File: src/tkf_pkg.sv
// shared constants, types and the atan table for the tilt filter
package tkf_pkg;

  localparam logic [1:0] OP_CALIBRATE = 2'd0;
  localparam logic [1:0] OP_SEED      = 2'd1;
  localparam logic [1:0] OP_FILTER    = 2'd2;
  localparam logic [1:0] OP_UNUSED    = 2'd3;

  localparam logic CFG_PROCESS_NOISE     = 1'b0;
  localparam logic CFG_MEASUREMENT_NOISE = 1'b1;

  localparam int CORDIC_ITERS = 24;
  localparam int XYW = 40;  // cordic x/y width
  localparam int ZW  = 32;  // cordic angle width, q.24
  localparam int QW  = 36;  // internal q.24 angle width
  localparam int MA  = 48;  // multiplicand width
  localparam int MB  = 24;  // multiplier width
  localparam int MP  = 72;  // product width

  localparam logic signed [ZW-1:0] PI_Q24     = 32'sd52707179;
  localparam logic [MB-1:0]        GYRO_SCALE = 24'd1257641;
  localparam logic signed [MP-1:0] RND48      = {{(MP-48){1'b0}}, 1'b1, 47'b0};

  typedef logic signed [QW-1:0]  q24_t;
  typedef logic signed [XYW-1:0] cxy_t;

  function automatic logic [23:0] atan_lookup(input logic [4:0] i);
    logic [23:0] v;
    begin
      unique case (i)
        5'd0:  v = 24'd13176795;
        5'd1:  v = 24'd7778716;
        5'd2:  v = 24'd4110060;
        5'd3:  v = 24'd2086331;
        5'd4:  v = 24'd1047214;
        5'd5:  v = 24'd524117;
        5'd6:  v = 24'd262123;
        5'd7:  v = 24'd131069;
        5'd8:  v = 24'd65536;
        5'd9:  v = 24'd32768;
        5'd10: v = 24'd16384;
        5'd11: v = 24'd8192;
        5'd12: v = 24'd4096;
        5'd13: v = 24'd2048;
        5'd14: v = 24'd1024;
        5'd15: v = 24'd512;
        5'd16: v = 24'd256;
        5'd17: v = 24'd128;
        5'd18: v = 24'd64;
        5'd19: v = 24'd32;
        5'd20: v = 24'd16;
        5'd21: v = 24'd8;
        5'd22: v = 24'd4;
        5'd23: v = 24'd2;
        default: v = 24'd0;
      endcase
      return v;
    end
  endfunction

endpackage

File: src/tkf_mul.sv
// serial shift-add multiplier, one multiplier bit per cycle
module tkf_mul (
  input  logic                          clk,
  input  logic                          rst_n,
  input  logic                          start,
  input  logic signed [tkf_pkg::MA-1:0] a,
  input  logic [tkf_pkg::MB-1:0]        b,
  output logic                          done,
  output logic signed [tkf_pkg::MP-1:0] p
);
  import tkf_pkg::*;

  localparam int MCW = $clog2(MB);

  logic                 busy_r;
  logic                 done_r;
  logic [MCW-1:0]       cnt_r;
  logic signed [MP-1:0] mcand_r;
  logic [MB-1:0]        mplier_r;
  logic signed [MP-1:0] acc_r;

  always_ff @(posedge clk) begin
    if (!rst_n) begin
      busy_r <= 1'b0;
      done_r <= 1'b0;
      cnt_r  <= '0;
    end else begin
      done_r <= 1'b0;
      if (start) begin
        busy_r <= 1'b1;
        cnt_r  <= '0;
      end else if (busy_r) begin
        cnt_r <= cnt_r + 1'b1;
        if (cnt_r == MCW'(MB - 1)) begin
          busy_r <= 1'b0;
          done_r <= 1'b1;
        end
      end
    end
  end

  always_ff @(posedge clk) begin
    if (start) begin
      mcand_r  <= MP'(a);
      mplier_r <= b;
      acc_r    <= '0;
    end else if (busy_r) begin
      if (mplier_r[0]) acc_r <= acc_r + mcand_r;
      mcand_r  <= mcand_r <<< 1;
      mplier_r <= mplier_r >> 1;
    end
  end

  assign done = done_r;
  assign p    = acc_r;

endmodule

File: src/tkf_div.sv
// restoring divider, 32-bit dividend by 17-bit divisor, one quotient bit per cycle
module tkf_div (
  input  logic        clk,
  input  logic        rst_n,
  input  logic        start,
  input  logic [31:0] num,
  input  logic [16:0] den,
  output logic        done,
  output logic [31:0] quo
);
  import tkf_pkg::*;

  logic        busy_r;
  logic        done_r;
  logic [4:0]  cnt_r;
  logic [16:0] rem_r;
  logic [16:0] den_r;
  logic [31:0] n_r;
  logic [17:0] trial;
  logic        fits;

  assign trial = {rem_r, n_r[31]};
  assign fits  = trial >= {1'b0, den_r};

  always_ff @(posedge clk) begin
    if (!rst_n) begin
      busy_r <= 1'b0;
      done_r <= 1'b0;
      cnt_r  <= '0;
    end else begin
      done_r <= 1'b0;
      if (start) begin
        busy_r <= 1'b1;
        cnt_r  <= '0;
      end else if (busy_r) begin
        cnt_r <= cnt_r + 1'b1;
        if (cnt_r == 5'd31) begin
          busy_r <= 1'b0;
          done_r <= 1'b1;
        end
      end
    end
  end

  always_ff @(posedge clk) begin
    if (start) begin
      rem_r <= '0;
      den_r <= den;
      n_r   <= num;
    end else if (busy_r) begin
      rem_r <= fits ? 17'(trial - {1'b0, den_r}) : trial[16:0];
      n_r   <= {n_r[30:0], fits};
    end
  end

  assign done = done_r;
  assign quo  = n_r;

endmodule

File: src/tkf_sqrt.sv
// bitwise integer square root of s * 2^32, one result bit per cycle
module tkf_sqrt (
  input  logic        clk,
  input  logic        rst_n,
  input  logic        start,
  input  logic [31:0] s,
  output logic        done,
  output logic [31:0] root
);
  import tkf_pkg::*;

  logic        busy_r;
  logic        done_r;
  logic [4:0]  cnt_r;
  logic [63:0] n_r;
  logic [63:0] r_r;
  logic [63:0] b_r;
  logic [63:0] rb;

  assign rb = r_r + b_r;

  always_ff @(posedge clk) begin
    if (!rst_n) begin
      busy_r <= 1'b0;
      done_r <= 1'b0;
      cnt_r  <= '0;
    end else begin
      done_r <= 1'b0;
      if (start) begin
        busy_r <= 1'b1;
        cnt_r  <= '0;
      end else if (busy_r) begin
        cnt_r <= cnt_r + 1'b1;
        if (cnt_r == 5'd31) begin
          busy_r <= 1'b0;
          done_r <= 1'b1;
        end
      end
    end
  end

  always_ff @(posedge clk) begin
    if (start) begin
      n_r <= {s, 32'b0};
      r_r <= '0;
      b_r <= {2'b01, 62'b0};
    end else if (busy_r) begin
      if (n_r >= rb) begin
        n_r <= n_r - rb;
        r_r <= (r_r >> 1) + b_r;
      end else begin
        r_r <= r_r >> 1;
      end
      b_r <= b_r >> 2;
    end
  end

  assign done = done_r;
  assign root = r_r[31:0];

endmodule

File: src/tkf_cordic.sv
// vectoring cordic atan2 in q.24, one rotation per cycle
module tkf_cordic (
  input  logic                          clk,
  input  logic                          rst_n,
  input  logic                          start,
  input  logic signed [tkf_pkg::XYW-1:0] y0,
  input  logic signed [tkf_pkg::XYW-1:0] x0,
  output logic                          done,
  output logic signed [tkf_pkg::ZW-1:0]  z
);
  import tkf_pkg::*;

  logic                  busy_r;
  logic                  done_r;
  logic [4:0]            cnt_r;
  logic signed [XYW-1:0] x_r;
  logic signed [XYW-1:0] y_r;
  logic signed [ZW-1:0]  z_r;
  logic signed [XYW-1:0] xs;
  logic signed [XYW-1:0] ys;
  logic signed [ZW-1:0]  step;
  logic                  both_zero;

  assign xs        = x_r >>> cnt_r;
  assign ys        = y_r >>> cnt_r;
  assign step      = signed'({8'b0, atan_lookup(cnt_r)});
  assign both_zero = (x0 == '0) && (y0 == '0);

  always_ff @(posedge clk) begin
    if (!rst_n) begin
      busy_r <= 1'b0;
      done_r <= 1'b0;
      cnt_r  <= '0;
    end else begin
      done_r <= 1'b0;
      if (start) begin
        cnt_r <= '0;
        // zero vector answers at once
        if (both_zero) done_r <= 1'b1;
        else           busy_r <= 1'b1;
      end else if (busy_r) begin
        cnt_r <= cnt_r + 1'b1;
        if (cnt_r == 5'(CORDIC_ITERS - 1)) begin
          busy_r <= 1'b0;
          done_r <= 1'b1;
        end
      end
    end
  end

  always_ff @(posedge clk) begin
    if (start) begin
      if (both_zero) begin
        z_r <= '0;
      end else if (x0[XYW-1]) begin
        // left half plane: rotate by pi first
        z_r <= y0[XYW-1] ? -PI_Q24 : PI_Q24;
        x_r <= -x0;
        y_r <= -y0;
      end else begin
        z_r <= '0;
        x_r <= x0;
        y_r <= y0;
      end
    end else if (busy_r) begin
      if (!y_r[XYW-1]) begin
        x_r <= x_r + ys;
        y_r <= y_r - xs;
        z_r <= z_r + step;
      end else begin
        x_r <= x_r - ys;
        y_r <= y_r + xs;
        z_r <= z_r - step;
      end
    end
  end

  assign done = done_r;
  assign z    = z_r;

endmodule

File: src/tilt_kalman_filter.sv
// tilt kalman filter top: sequencer, state and shared arithmetic units
//
//  channel | dir | beat contents
//  in_     | in  | tuser: operation; tdata: accel x,y,z, gyro x,y, elapsed ticks
//  out_    | out | tuser: calibrated; tdata: roll, pitch, filter gain
//  cfg_    | in  | index 0 process noise, index 1 measurement noise
//
// calibrate and unused codes go straight to the result stage; a seed and a filter
// step use the shared units in turn: the serial multiplier, the 32-step divider
// and root and the 24-rotation cordic.
// in_tready is high only while the sequencer is idle; a held result stalls the
// next beat's result stage until it is taken. reset is synchronous and returns the defaults.
module tilt_kalman_filter #(
  parameter int CALIB_SAMPLES = 20,
  parameter int ANGLE_WIDTH   = 16
) (
  input  logic         clk,
  input  logic         rst_n,
  input  logic         in_tvalid,
  output logic         in_tready,
  input  logic [1:0]   in_tuser,   // operation
  input  logic [103:0] in_tdata,   // accel_x, accel_y, accel_z, gyro_x, gyro_y, elapsed_ticks
  output logic         out_tvalid,
  input  logic         out_tready,
  output logic         out_tuser,  // calibrated
  output logic [47:0]  out_tdata,  // roll_angle, pitch_angle, filter_gain
  input  logic         cfg_wr_en,
  input  logic         cfg_index,
  input  logic [15:0]  cfg_wdata
);
  import tkf_pkg::*;

  localparam int AW   = ANGLE_WIDTH;
  localparam int SH   = 27 - AW;
  localparam int CW   = $clog2(CALIB_SAMPLES + 1);
  localparam int OSR  = (AW >= 16) ? AW - 16 : 0;
  localparam int OSL  = (AW >= 16) ? 0 : 16 - AW;
  localparam q24_t HALF = q24_t'(1) <<< (SH - 1);
  localparam q24_t AMAX = (q24_t'(1) <<< (AW - 1)) - q24_t'(1);
  localparam q24_t AMIN = -AMAX - q24_t'(1);

  localparam logic [4:0] S_IDLE = 5'd0,  S_BX  = 5'd1,  S_BY   = 5'd2,  S_MR  = 5'd3;
  localparam logic [4:0] S_SQA  = 5'd4,  S_SQB = 5'd5,  S_SQRT = 5'd6,  S_MP  = 5'd7;
  localparam logic [4:0] S_SEED = 5'd8,  S_GR1 = 5'd9,  S_GR2  = 5'd10, S_GP1 = 5'd11;
  localparam logic [4:0] S_GP2  = 5'd12, S_KDV = 5'd13, S_UR   = 5'd14, S_UP  = 5'd15;
  localparam logic [4:0] S_UV   = 5'd16, S_OUT = 5'd17;

  function automatic logic signed [AW-1:0] sat_angle(input q24_t v);
    q24_t t;
    begin
      t = (v + HALF) >>> SH;
      if (t > AMAX) t = AMAX;
      if (t < AMIN) t = AMIN;
      return AW'(t);
    end
  endfunction

  logic [4:0]  state_r;
  logic        launched_r;
  logic [15:0] pn_r, mn_r;
  logic [1:0]  op_r;
  logic signed [15:0] ax_r, ay_r, az_r, gx_r, gy_r;
  logic [23:0] ticks_r;

  logic signed [23:0]   sum_x_r, sum_y_r;
  logic [CW-1:0]        cnt_r;
  logic signed [15:0]   bias_x_r, bias_y_r;
  logic signed [AW-1:0] roll_r, pitch_r;
  logic [15:0]          var_r, gain_r, k_r;
  logic                 seeded_r;

  q24_t         mr_r, mp_r, er_r, ep_r;
  logic [31:0]  s_r, xm_r;
  logic signed [MA-1:0] t_r;

  logic         out_tvalid_r;
  logic [47:0]  out_tdata_r;
  logic         out_tuser_r;

  logic                 mul_start, div_start, sqrt_start, cor_start;
  logic                 mul_done, div_done, sqrt_done, cor_done;
  logic signed [MA-1:0] mul_a;
  logic [MB-1:0]        mul_b;
  logic signed [MP-1:0] mul_p;
  logic [31:0]          div_num, div_quo;
  logic [16:0]          div_den;
  logic [31:0]          sqrt_root;
  cxy_t                 cor_y, cor_x;
  logic signed [ZW-1:0] cor_z;
  logic                 unit_done;

  logic [16:0]        abs_ay, abs_az, pp_sum, den;
  logic [15:0]        pp;
  logic [23:0]        abs_sx, abs_sy;
  logic signed [16:0] dgx, dgy;
  logic [15:0]        bq;
  logic signed [15:0] bias_new;
  q24_t               roll_q, pitch_q, dgyro;
  q24_t               corr;
  logic signed [15:0] roll_o, pitch_o;
  logic               in_acc;

  assign in_tready = (state_r == S_IDLE);
  assign in_acc    = in_tvalid && in_tready;

  assign abs_ay = ay_r[15] ? {1'b0, 16'(-ay_r)} : {1'b0, ay_r};
  assign abs_az = az_r[15] ? {1'b0, 16'(-az_r)} : {1'b0, az_r};
  assign abs_sx = sum_x_r[23] ? 24'(-sum_x_r) : 24'(sum_x_r);
  assign abs_sy = sum_y_r[23] ? 24'(-sum_y_r) : 24'(sum_y_r);
  assign dgx    = 17'(gx_r) - 17'(bias_x_r);
  assign dgy    = 17'(gy_r) - 17'(bias_y_r);
  assign pp_sum = {1'b0, var_r} + {1'b0, pn_r};
  assign pp     = pp_sum[16] ? 16'hFFFF : pp_sum[15:0];
  assign den    = {1'b0, pp} + {1'b0, mn_r};
  assign roll_q  = q24_t'(roll_r) <<< SH;
  assign pitch_q = q24_t'(pitch_r) <<< SH;
  assign dgyro  = QW'((mul_p + RND48) >>> 48);
  assign corr   = QW'((mul_p + MP'(32768)) >>> 16);
  assign bq     = div_quo[15:0];
  assign bias_new = (state_r == S_BX ? sum_x_r[23] : sum_y_r[23]) ? -signed'(bq) : signed'(bq);
  assign roll_o  = 16'((q24_t'(roll_r) >>> OSR) <<< OSL);
  assign pitch_o = 16'((q24_t'(pitch_r) >>> OSR) <<< OSL);

  assign unit_done = mul_done | div_done | sqrt_done | cor_done;

  // unit launch and operand selection
  always_comb begin
    mul_start  = 1'b0;
    div_start  = 1'b0;
    sqrt_start = 1'b0;
    cor_start  = 1'b0;
    mul_a      = '0;
    mul_b      = '0;
    div_num    = {16'b0, 16'b0};
    div_den    = '0;
    cor_y      = '0;
    cor_x      = '0;
    unique case (state_r)
      S_BX: begin
        div_start = !launched_r && (cnt_r != '0);
        div_num   = 32'(abs_sx);
        div_den   = 17'(cnt_r);
      end
      S_BY: begin
        div_start = !launched_r;
        div_num   = 32'(abs_sy);
        div_den   = 17'(cnt_r);
      end
      S_MR: begin
        cor_start = !launched_r;
        cor_y     = XYW'(ay_r) <<< 16;
        cor_x     = XYW'(az_r) <<< 16;
      end
      S_SQA: begin
        mul_start = !launched_r;
        mul_a     = MA'(signed'(abs_ay));
        mul_b     = MB'(abs_ay);
      end
      S_SQB: begin
        mul_start = !launched_r;
        mul_a     = MA'(signed'(abs_az));
        mul_b     = MB'(abs_az);
      end
      S_SQRT: sqrt_start = !launched_r;
      S_MP: begin
        cor_start = !launched_r;
        cor_y     = -(XYW'(ax_r) <<< 16);
        cor_x     = signed'({8'b0, xm_r});
      end
      S_GR1: begin
        mul_start = !launched_r;
        mul_a     = MA'(dgx);
        mul_b     = ticks_r;
      end
      S_GP1: begin
        mul_start = !launched_r;
        mul_a     = MA'(dgy);
        mul_b     = ticks_r;
      end
      S_GR2, S_GP2: begin
        mul_start = !launched_r;
        mul_a     = t_r;
        mul_b     = GYRO_SCALE;
      end
      S_KDV: begin
        div_start = !launched_r && (den != '0);
        div_num   = {pp, 16'b0} + {16'b0, den[16:1]};
        div_den   = den;
      end
      S_UR: begin
        mul_start = !launched_r;
        mul_a     = MA'(mr_r - er_r);
        mul_b     = MB'(k_r);
      end
      S_UP: begin
        mul_start = !launched_r;
        mul_a     = MA'(mp_r - ep_r);
        mul_b     = MB'(k_r);
      end
      S_UV: begin
        mul_start = !launched_r;
        mul_a     = MA'(signed'({1'b0, pp}));
        mul_b     = MB'(17'h10000 - {1'b0, k_r});
      end
      default: ;
    endcase
  end

  always_ff @(posedge clk) begin
    if (!rst_n) begin
      state_r      <= S_IDLE;
      launched_r   <= 1'b0;
      pn_r         <= 16'd66;
      mn_r         <= 16'd1966;
      sum_x_r      <= '0;
      sum_y_r      <= '0;
      cnt_r        <= '0;
      bias_x_r     <= '0;
      bias_y_r     <= '0;
      roll_r       <= '0;
      pitch_r      <= '0;
      var_r        <= '0;
      gain_r       <= '0;
      k_r          <= '0;
      seeded_r     <= 1'b0;
      out_tvalid_r <= 1'b0;
    end else begin
      if (cfg_wr_en) begin
        unique case (cfg_index)
          CFG_PROCESS_NOISE:     pn_r <= cfg_wdata;
          CFG_MEASUREMENT_NOISE: mn_r <= cfg_wdata;
        endcase
      end

      if (mul_start || div_start || sqrt_start || cor_start) launched_r <= 1'b1;
      else if (unit_done)                                     launched_r <= 1'b0;

      // the result stage reloads the flag itself when it hands over a new beat
      if (out_tvalid_r && out_tready && state_r != S_OUT) out_tvalid_r <= 1'b0;

      unique case (state_r)
        S_IDLE: begin
          if (in_acc) begin
            unique case (in_tuser)
              OP_CALIBRATE: begin
                if (cnt_r < CW'(CALIB_SAMPLES)) begin
                  sum_x_r <= sum_x_r + 24'(signed'(in_tdata[63:48]));
                  sum_y_r <= sum_y_r + 24'(signed'(in_tdata[79:64]));
                  cnt_r   <= cnt_r + 1'b1;
                end
                state_r <= S_OUT;
              end
              OP_SEED:   state_r <= S_BX;
              OP_FILTER: state_r <= S_MR;
              default:   state_r <= S_OUT;
            endcase
          end
        end
        S_BX: begin
          if (cnt_r == '0) begin
            bias_x_r <= '0;
            bias_y_r <= '0;
            state_r  <= S_MR;
          end else if (div_done) begin
            bias_x_r <= bias_new;
            state_r  <= S_BY;
          end
        end
        S_BY: if (div_done) begin
          bias_y_r <= bias_new;
          state_r  <= S_MR;
        end
        S_MR: if (cor_done) begin
          mr_r    <= QW'(cor_z);
          state_r <= S_SQA;
        end
        S_SQA: if (mul_done) begin
          s_r     <= 32'(mul_p);
          state_r <= S_SQB;
        end
        S_SQB: if (mul_done) begin
          s_r     <= s_r + 32'(mul_p);
          state_r <= S_SQRT;
        end
        S_SQRT: if (sqrt_done) begin
          xm_r    <= sqrt_root;
          state_r <= S_MP;
        end
        S_MP: if (cor_done) begin
          mp_r    <= QW'(cor_z);
          state_r <= (op_r == OP_SEED) ? S_SEED : S_GR1;
        end
        S_SEED: begin
          roll_r   <= sat_angle(mr_r);
          pitch_r  <= sat_angle(mp_r);
          var_r    <= '0;
          seeded_r <= 1'b1;
          state_r  <= S_OUT;
        end
        S_GR1: if (mul_done) begin
          t_r     <= MA'(mul_p);
          state_r <= S_GR2;
        end
        S_GR2: if (mul_done) begin
          er_r    <= roll_q + dgyro;
          state_r <= S_GP1;
        end
        S_GP1: if (mul_done) begin
          t_r     <= MA'(mul_p);
          state_r <= S_GP2;
        end
        S_GP2: if (mul_done) begin
          ep_r    <= pitch_q + dgyro;
          state_r <= S_KDV;
        end
        S_KDV: begin
          if (den == '0) begin
            k_r     <= '0;
            state_r <= S_UR;
          end else if (div_done) begin
            k_r     <= (div_quo > 32'd65535) ? 16'hFFFF : div_quo[15:0];
            state_r <= S_UR;
          end
        end
        S_UR: if (mul_done) begin
          roll_r  <= sat_angle(er_r + corr);
          state_r <= S_UP;
        end
        S_UP: if (mul_done) begin
          pitch_r <= sat_angle(ep_r + corr);
          state_r <= S_UV;
        end
        S_UV: if (mul_done) begin
          var_r   <= 16'((mul_p + MP'(32768)) >>> 16);
          gain_r  <= k_r;
          state_r <= S_OUT;
        end
        S_OUT: begin
          if (!out_tvalid_r || out_tready) begin
            out_tvalid_r <= 1'b1;
            state_r      <= S_IDLE;
          end
        end
        default: state_r <= S_IDLE;
      endcase
    end
  end

  // input and result payload
  always_ff @(posedge clk) begin
    if (in_acc) begin
      op_r    <= in_tuser;
      ax_r    <= in_tdata[15:0];
      ay_r    <= in_tdata[31:16];
      az_r    <= in_tdata[47:32];
      gx_r    <= in_tdata[63:48];
      gy_r    <= in_tdata[79:64];
      ticks_r <= in_tdata[103:80];
    end
    if (state_r == S_OUT && (!out_tvalid_r || out_tready)) begin
      out_tdata_r <= {gain_r, pitch_o, roll_o};
      out_tuser_r <= seeded_r;
    end
  end

  assign out_tvalid = out_tvalid_r;
  assign out_tdata  = out_tdata_r;
  assign out_tuser  = out_tuser_r;

  tkf_mul u_mul (
    .clk(clk), .rst_n(rst_n), .start(mul_start), .a(mul_a), .b(mul_b),
    .done(mul_done), .p(mul_p)
  );

  tkf_div u_div (
    .clk(clk), .rst_n(rst_n), .start(div_start), .num(div_num), .den(div_den),
    .done(div_done), .quo(div_quo)
  );

  tkf_sqrt u_sqrt (
    .clk(clk), .rst_n(rst_n), .start(sqrt_start), .s(s_r),
    .done(sqrt_done), .root(sqrt_root)
  );

  tkf_cordic u_cordic (
    .clk(clk), .rst_n(rst_n), .start(cor_start), .y0(cor_y), .x0(cor_x),
    .done(cor_done), .z(cor_z)
  );

`ifndef SYNTHESIS
  a_no_accept_busy: assert property (@(posedge clk) disable iff (!rst_n)
    launched_r |-> !in_tready) else $error("beat taken while a unit runs");
  a_count_limit: assert property (@(posedge clk) disable iff (!rst_n)
    cnt_r <= CW'(CALIB_SAMPLES)) else $error("calibration count overrun");
  a_seed_clears_var: assert property (@(posedge clk) disable iff (!rst_n)
    $rose(seeded_r) |-> var_r == '0) else $error("seed left variance set");
`endif

endmodule
File: config.mk
export PLATFORM = sky130hd
export DESIGN_NAME = tilt_kalman_filter
export DESIGN_NICKNAME = d
export VERILOG_FILES = /design/src/tkf_pkg.sv /design/src/tkf_mul.sv /design/src/tkf_div.sv /design/src/tkf_sqrt.sv /design/src/tkf_cordic.sv /design/src/tilt_kalman_filter.sv
export SDC_FILE = /design/constraint.sdc
export NUM_CORES = 2
export LEC_CHECK = 0
export ABC_AREA = 1
export BUFFER_PORTS_ARGS = -buffer_cell sky130_fd_sc_hd__buf_2
export CORE_ASPECT_RATIO = 0.75
export CORE_MARGIN = 4
export CORE_UTILIZATION = 50
export DETAILED_ROUTE_END_ITERATION = 8
export GPL_ROUTABILITY_DRIVEN = 0
export PLACE_DENSITY_LB_ADDON = 0.2
export REMOVE_ABC_BUFFERS = 1
export SLEW_MARGIN = 0
export SYNTH_ARGS = -nofsm -noshare
export SYNTH_HDL_FRONTEND = slang
export SYNTH_SLANG_ARGS = --single-unit
File: constraint.sdc
create_clock -name clk -period 6.07 [get_ports clk]
set_clock_uncertainty 0.15 [all_clocks]
set_input_delay 1.214 -clock clk [delete_from_list [all_inputs] [get_ports clk]]
set_output_delay 1.214 -clock clk [all_outputs]
set_load 0.01 [all_outputs]
# Yosys cells after proc, flatten, opt, wreduce, memory -nomap -nowiden
# Memories as Yosys holds them, arrays and structs flattened. A register that Yosys moved wholly into a read port is not among the register bits.
# Cells that the tools add are included.
[word_totals]
register_bits = 1126
wordCells = 365
romBits = 768
input_bits = 128
memories = 1
[classes]
n_mux = 127
bitwise_logic = 8
n_addsub = 45
n_reduce_logical = 69
eq_ne = 44
n_shift = 2
magnitude_cmp = 12
[memory_table]
columns = ["name", "words", "word_bits", "read_ports", "rd_clocked_by_memory_dff", "wr", "line_no", "rtl"]
rows = [
  ["(no name shown)", 32, 24, 1, 1, 0, "tkf_pkg.sv:30", "unique case (i)"],
]
[ops]
columns = ["cell", "count"]
rows = [
  ["2-to-1 mux 36 bit", 14],
  ["2-to-1 mux 40 bit", 10],
  ["one-hot mux 48 bit (8 select lines)", 1],
  ["2-to-1 mux 32 bit", 10],
  ["2-to-1 mux 16 bit", 17],
  ["2-to-1 mux 64 bit", 4],
  ["one-hot mux 40 bit (2 select lines)", 2],
  ["< comparator 36 x 16 -> 1 bit, second input constant", 4],
  ["2-to-1 mux 72 bit", 2],
  ["one-hot mux 24 bit (6 select lines)", 1],
  ["one-hot mux 16 bit (2 select lines)", 4],
  ["2-to-1 mux 5 bit", 21],
  ["2-to-1 mux 24 bit", 4],
  ["one-hot mux 32 bit (3 select lines)", 1],
  ["one-hot mux 5 bit (18 select lines)", 1],
  ["adder 40 bit", 2],
  ["logical NOT 40 bit", 2],
  ["negator 40 bit", 2],
  [">>> shifter 40 x 5 -> 40 bit", 2],
  ["subtractor 40 bit", 2],
  ["adder 28 x 36 -> 36 bit", 2],
  ["adder 36 x 12 -> 36 bit, second input constant", 2],
  ["adder 72 x 49 -> 72 bit, second input constant", 1],
  ["adder 72 bit", 1],
  ["62 further kinds", 195],
]

# Logic depth before layout (Yosys ltp)
[logic_depth]
ltp_word = 12
mapped_depth = 39

# By module
# A second synthesis with hierarchy kept.
[hier_totals]
cells_unflattened = 16249
area_unflattened_um2 = 104255.0
[by_module_without_submodules]
columns = ["mod", "area_each_um2", "n_inst", "cells_each"]
rows = [
  ["tilt_kalman_filter", 45297.2, 1, 6238],
  ["tkf_cordic", 21659.5, 1, 3738],
  ["tkf_sqrt", 20168.1, 1, 3695],
  ["tkf_mul", 13015.0, 1, 2051],
  ["tkf_div", 4115.2, 1, 527],
]

# Least setup slack after synthesis
# Ideal clock, no wire load.
[synth_path]
path_kind = "register -> register"
startpoint = "register pn_r[0]"
endpoint = "register u_div.n_r[0] (netlist: u_div.quo[0]), enable pin"
setup_ns = 0.561
period_less_slack_ns = 5.350
stages_incl_launch_ff = 27
arrival_ns = 4.638
required_ns = 5.359
slack_ns = 0.720
cell_sequence = "dfxtp_1 > ha_1 > fa_1 > nand3_1 > nand2_1 > nand2_1 > nand2_1 > nand3_1 > nand2_1 > inv_1 > clkbuf_1 > o21ai_0 > ha_1 > a21oi_1 > nand2_1 > nand3_1 > nand3_1 > a21oi_1 > xor2_1 > nand2_1 > nor2_1 > nand4_1 > nand2_1 > nand2_1 > nand2_4 > buf_2 > nand3_1"
[synth_between]
elab_chain_cells = 7
[synth_lines]
columns = ["item", "line_no", "rtl"]
rows = [
  ["start, declared", "tilt_kalman_filter.sv:60", "logic [15:0] pn_r, mn_r;"],
  ["start signal, assigned", "tilt_kalman_filter.sv:230", "CFG_PROCESS_NOISE: pn_r <= cfg_wdata;"],
  ["adder 16 x 16 -> 17 bit", "tilt_kalman_filter.sv:112", "assign pp_sum = {1'b0, var_r} + {1'b0, pn_r};"],
  ["2-to-1 mux 16 bit", "tilt_kalman_filter.sv:113", "assign pp = pp_sum[16] ? 16'hFFFF : pp_sum[15:0];"],
  ["adder 16 x 16 -> 17 bit", "tilt_kalman_filter.sv:114", "assign den = {1'b0, pp} + {1'b0, mn_r};"],
  ["nonzero test 17 bit", "tilt_kalman_filter.sv:186", "div_start = !launched_r && (den != '0);"],
  ["logical AND 1 bit", "tilt_kalman_filter.sv:186", ""],
  ["one-hot mux 1 bit (3 select lines)", "tilt_kalman_filter.sv:138", "unique case (state_r)"],
  ["nonzero test 2 bit (no source line)", "-", ""],
  ["end signal, assigned", "tkf_div.sv:49", "n_r <= num;"],
  ["end signal, assigned", "tkf_div.sv:52", "n_r <= {n_r[30:0], fits};"],
  ["end, declared", "tkf_div.sv:18", "logic [31:0] n_r;"],
]
# No other way between the ends.
# A chain may end at the register's enable or synchronous reset.

# Worst setup path after layout
[layout_path]
startpoint = "register u_mul.acc_r[16] (netlist: u_mul.p[16])"
endpoint = "register pitch_r[2] (netlist: pitch_o[2])"
[layout_between]
elab_chain_cells = 12
[layout_lines]
columns = ["item", "line_no", "rtl"]
rows = [
  ["start, declared", "tkf_mul.sv:20", "logic signed [MP-1:0] acc_r;"],
  ["start signal, assigned", "tkf_mul.sv:48", "if (mplier_r[0]) acc_r <= acc_r + mcand_r;"],
  ["adder 52 x 17 -> 52 bit (*)", "-", ""],
  ["adder 28 x 36 -> 36 bit (*)", "tilt_kalman_filter.sv:330", "pitch_r <= sat_angle(ep_r + corr);"],
  ["adder 36 x 12 -> 36 bit (*)", "tilt_kalman_filter.sv:51", "t = (v + HALF) >>> SH;"],
  ["greater-than comparator 25 x 16 -> 1 bit", "tilt_kalman_filter.sv:52", "if (t > AMAX) t = AMAX;"],
  ["2-to-1 mux 36 bit (*)", "tilt_kalman_filter.sv:52", ""],
  ["2-to-1 mux 36 bit (*)", "tilt_kalman_filter.sv:329", "S_UP: if (mul_done) begin"],
  ["2-to-1 mux 36 bit (*)", "tilt_kalman_filter.sv:241", "unique case (state_r)"],
  ["2-to-1 mux 36 bit (*)", "tilt_kalman_filter.sv:210", "if (!rst_n) begin"],
  ["< comparator 36 x 16 -> 1 bit", "tilt_kalman_filter.sv:53", "if (t < AMIN) t = AMIN;"],
  ["2-to-1 mux 16 bit (*)", "tilt_kalman_filter.sv:53", ""],
  ["2-to-1 mux 16 bit (*)", "tilt_kalman_filter.sv:329", ""],
  ["one-hot mux 16 bit (2 select lines) (*)", "tilt_kalman_filter.sv:241", ""],
  ["end signal, assigned", "tilt_kalman_filter.sv:295", "pitch_r <= sat_angle(mp_r);"],
  ["end signal, assigned", "tilt_kalman_filter.sv:330", ""],
  ["end, declared", "tilt_kalman_filter.sv:68", "logic signed [AW-1:0] roll_r, pitch_r;"],
]
# Mark *: on every way between the ends. The rest lies on a longest branch, timed or not. The select of a mux whose other input is x is not followed.

==> impl_metrics.csv <==
group,metric,value,unit
outcome,outcome,"finished, violations left",
outcome,violations,"DRC",
power,power_density,428.9,nW/um^2
timing,rsz0062_at_grt,"false",
global_routing,overflow,0,
yosys,yosys.cell_types.count,81,
clocking,clockBufferDepth,3,
clocking,ctsHoldBuffers,0,
final_layout,syn_to_final_growth,8.426,%
yosys,yosys_warnings,0,
clocking,htreeDepth,4,
global_routing,grt_pass1_wl,550.4,mm
global_routing,antenna_found_initial,38,
clocking,path_clk_slew,0.07,ns
drt,via_per_inst,6.069,
drt,drc,1,
worst_setup_path,worstPathRequired,6.64,ns
placement,placed_area,99910,um^2
final_layout,finalInstanceArea,104400,um^2
yosys,syn-instance-count,14000,
worst_setup_path,rr_worst_depth,24,
yosys,synth_top_area_share,21.08,%
run,maxCapViolCount,0,
worst_setup_path,cp_top_family,"simple AND/OR/NAND/NOR gates",
global_routing,grt_pass1_vias,90890,
drt,dr.pass1.iters,9,
final_layout,layout.nets,14960,
timing,hold_violations,0,
timing,worst_slew_pin_slew,1.345,ns
die,start_util,50.29,%
die,boundaryPins,179,
die,die_area,199800,um^2
worst_hold_path,min-delay-start,"seeded_r",
placement,placedCellCount,16490,
clocking,cts.sinks,1150,
worst_setup_path,rr_endpoint,"pitch_o[2]",
clocking,clock_latency,0.83,ns
yosys,synth_async_sr_flop_share,0,%
timing,drv_slew,0,
worst_hold_path,hold_path.class,"reg -> reg",
yosys,synth_area_leaders,"edfxtp_1 21%, nand2_1 13%, dfxtp_1 9.9%",
drt,ant_nets,0,
worst_setup_path,worst_path_max_delay_cell,"nor2_1",
power,ir_drop,0.4753,mV
die,design.core.area,191500,um^2
worst_setup_path,critical_path_arrival,6.39,ns
worst_setup_path,r2r_slack,0.25,ns
drt,finalWirelength,372.7,mm
worst_setup_path,critPathMaxFanout,15,
placement,dp_hpwl,298.2,mm
die,die_x,514.7,um
worst_setup_path,path_cells,"inv_1 -> nor3_2 -> nand3_1 -> nor2_1 -> nand3_1 -> nor4_2 -> nor2_1 -> nor2_1 -> ha_1 -> ha_1 -> a21oi_1 -> o21ai_0 -> a21oi_1 -> nor2_1 -> nor2_1 -> nand2_1 -> a21oi_1 -> xnor2_2 -> inv_2 -> nand2_2 -> nand2_1 -> nand2_1 -> nand2_1 -> a21oi_1",
worst_setup_path,start_kind,"register",
drt,drtIter0Drc,14790,
power,power,44.79,mW
yosys,synth.avg_cell_area,6.880,um^2
yosys,ys_top_cells_by_count,"3,305 x nand2_1, 1,740 x inv_1, 1,356 x nor2_1",
yosys,ys_ff_latch,1150,
yosys,synth_area,96300,um^2
worst_hold_path,hold_path_end,"out_tuser",
worst_setup_path,path_class,"reg -> reg",
yosys,synth-main-ff-cell,"edfxtp_1",
worst_setup_path,slowest_delay,0.57,ns
timing,setup_viol,0,
worst_setup_path,crit_buf_inv,2,
drt,drt-wirelength-per-cell,22.25,um
clocking,clockRootBuffer,"clkbuf_16",
yosys,synth-edff-count,676,
timing,max_freq,171.8,MHz
yosys,seq_area_frac_synth,30.93,%
clocking,cts_tree,"yes",
timing,fin_setup_tns,0,ns
die,rows,139,
yosys,synth_most_common_cell,"nand2_1",
die,die_y,388.1,um
worst_setup_path,cpMostUsedCell,"nor2_1",
timing,slew_headroom,9.479,%
yosys,synth_largest_area_cell,"edfxtp_1",
final_layout,fin_cells,16750,
final_layout,drive_above_1_share,5.411,%
worst_hold_path,hold_depth,0,
global_routing,grt_use_total,35.49,%
global_routing,grt_max_degree,82,
placement,io_buffers,178,
timing,finalCriticalPeriod,5.819,ns
worst_setup_path,crit_path_end_kind,"register",
drt,dr_total_vias,101600,
worst_setup_path,reg2reg_from,"u_mul.p[16]",
clocking,cts_buffers,131,
power,leakage,46.80,nW
timing,post-route-period-util,95.87,%
-- worst reg2reg max path, cell delays in order (launching register included) --
cell and delay, ns:
dfxtp_1 0.50, inv_1 0.11, nor3_2 0.31, nand3_1 0.21
nor2_1 0.22, nand3_1 0.16, nor4_2 0.41, nor2_1 0.08
nor2_1 0.57, ha_1 0.37, ha_1 0.36, a21oi_1 0.20
o21ai_0 0.18, a21oi_1 0.26, nor2_1 0.06, nor2_1 0.21
nand2_1 0.14, a21oi_1 0.25, xnor2_2 0.19, inv_2 0.11
nand2_2 0.25, nand2_1 0.09, nand2_1 0.07, nand2_1 0.10
a21oi_1 0.17
-- power breakdown --
group	total [mW]	leakage (nW)	switching (mW)	internal [mW]
Combinational	24.2	34.6	16.5	7.62
Clock	8.29	2.11	3.66	4.63
Sequential	12.3	10.1	1.78	10.6
Total	44.8	46.8	22.0	22.8
-- what timing repair did --
action / in CTS / in global routing
buffers inserted: 1 / 3
gates resized for setup: 0 / 26
pin swaps: 0 / 1
setup endpoints to repair: 32 / 293
cloned: 0 / 0
-- layer usage --
metal	wire, um	global-route usage [%]	part of all wire [%]	up-vias
met5	138	0	0.037	-
met4	15010	12.33	4.0	14
met3	60160	13.68	16	876
met2	140900	47.44	38	6563
met1	156500	51.33	42	46870
li1	-	-	-	47320
-- sequential cells by signal, indices dropped and copies added (netlist names), 40 cells and up --
name / count
out_tdata: 48
t_r: 48
u_cordic.x_r: 40
u_cordic.y_r: 40
u_mul.mcand_r: 72
u_mul.p: 72
u_sqrt.n_r: 64
u_sqrt.r_r: 64
-- placed cells by master, fill, tap and decap left out, types with 19 or more instances in the layout --
cell and count:
a211oi_1 22, ha_1 730, clkbuf_16 136, a221oi_1 19, inv_2 32, a21o_1 78
buf_4 139, clkbuf_1 20, nor2_2 28, nor3_1 207, o22ai_1 37, o221ai_1 31
buf_2 177, o21bai_1 73, nor4_1 63, dfxtp_1 468, o21a_1 64, nand3_1 779
o21ai_1 153, or2_2 59, a21oi_1 1344, a31oi_1 92, o211ai_1 85, clkinv_1 25
a21boi_0 24, nand4_1 134, xnor2_1 161, clkinv_2 27, nand2_1 3302, nor2_1 1347
edfxtp_1 676, nand3b_1 26, o2111ai_1 23, diode_2 19, xor2_1 405, inv_1 1731
o21ai_0 1155, o31ai_1 24
-- final cells by class --
| cell class | instances | area [um^2] |
|---|---|---|
| fillers | 18280 | 87070 |
| diodes | 19 | 47.55 |
| multi-input cells | 10700 | 58280 |
| inverters | 1781 | 6711 |
| well taps | 2538 | 3176 |
| clock buffers | 159 | 3508 |
| clock inverters | 81 | 803.3 |
| flip-flops and latches | 1150 | 29800 |
| repair buffers | 324 | 2086 |
-- cells by family (layout without fill, tap and decap cells) --
| group | after synthesis | after routing | share of synthesized area (%) |
|---|---|---|---|
| AO/OA/AOI/OAI | 3316 | 3316 | 19.01 |
| multiplexers | 16 | 16 | 0.1689 |
| AND/OR/NAND/NOR | 6045 | 6045 | 26.05 |
| buffers and inverters | 2148 | 2345 | 8.731 |
| other | 0 | 19 | 0 |
| XOR/XNOR | 573 | 573 | 5.262 |
| adder cells (fa/ha/maj) | 748 | 748 | 9.851 |
| flip-flops | 1150 | 1150 | 30.93 |
-- through the flow --
step | utilization, % | hold slack [ns] | worst slack [ns]
2_1_floorplan | - | 0.2530 | -1.306
3_3_place_gp | 52.18 | 0.2741 | 0.05302
3_5_place_dp | 52.18 | 0.2791 | 0.001936
4_1_cts | 54.43 | 0.3002 | 0.1381
5_1_grt | 54.52 | 0.3081 | 0.008531
6_report | 54.53 | 0.3024 | 0.2508
-- worst max-delay path by stage --
stage / end / cells past startpoint / from / slack, ns
2_1_floorplan: u_cordic.x_r[0] / 9 / state_r[4] / -1.31
3_3_place_gp: u_div.quo[7] / 27 / pn_r[0] / 0.05
3_5_place_dp: u_div.quo[7] / 27 / var_r[0] / 0.002
4_1_cts: u_sqrt.n_r[62] / 29 / u_sqrt.r_r[0] / 0.14
5_1_grt: u_div.quo[3] / 27 / pn_r[0] / 0.009
6_report: pitch_o[2] / 24 / u_mul.p[16] / 0.25
No activity file was read; power rests on OpenSTA's default activity.
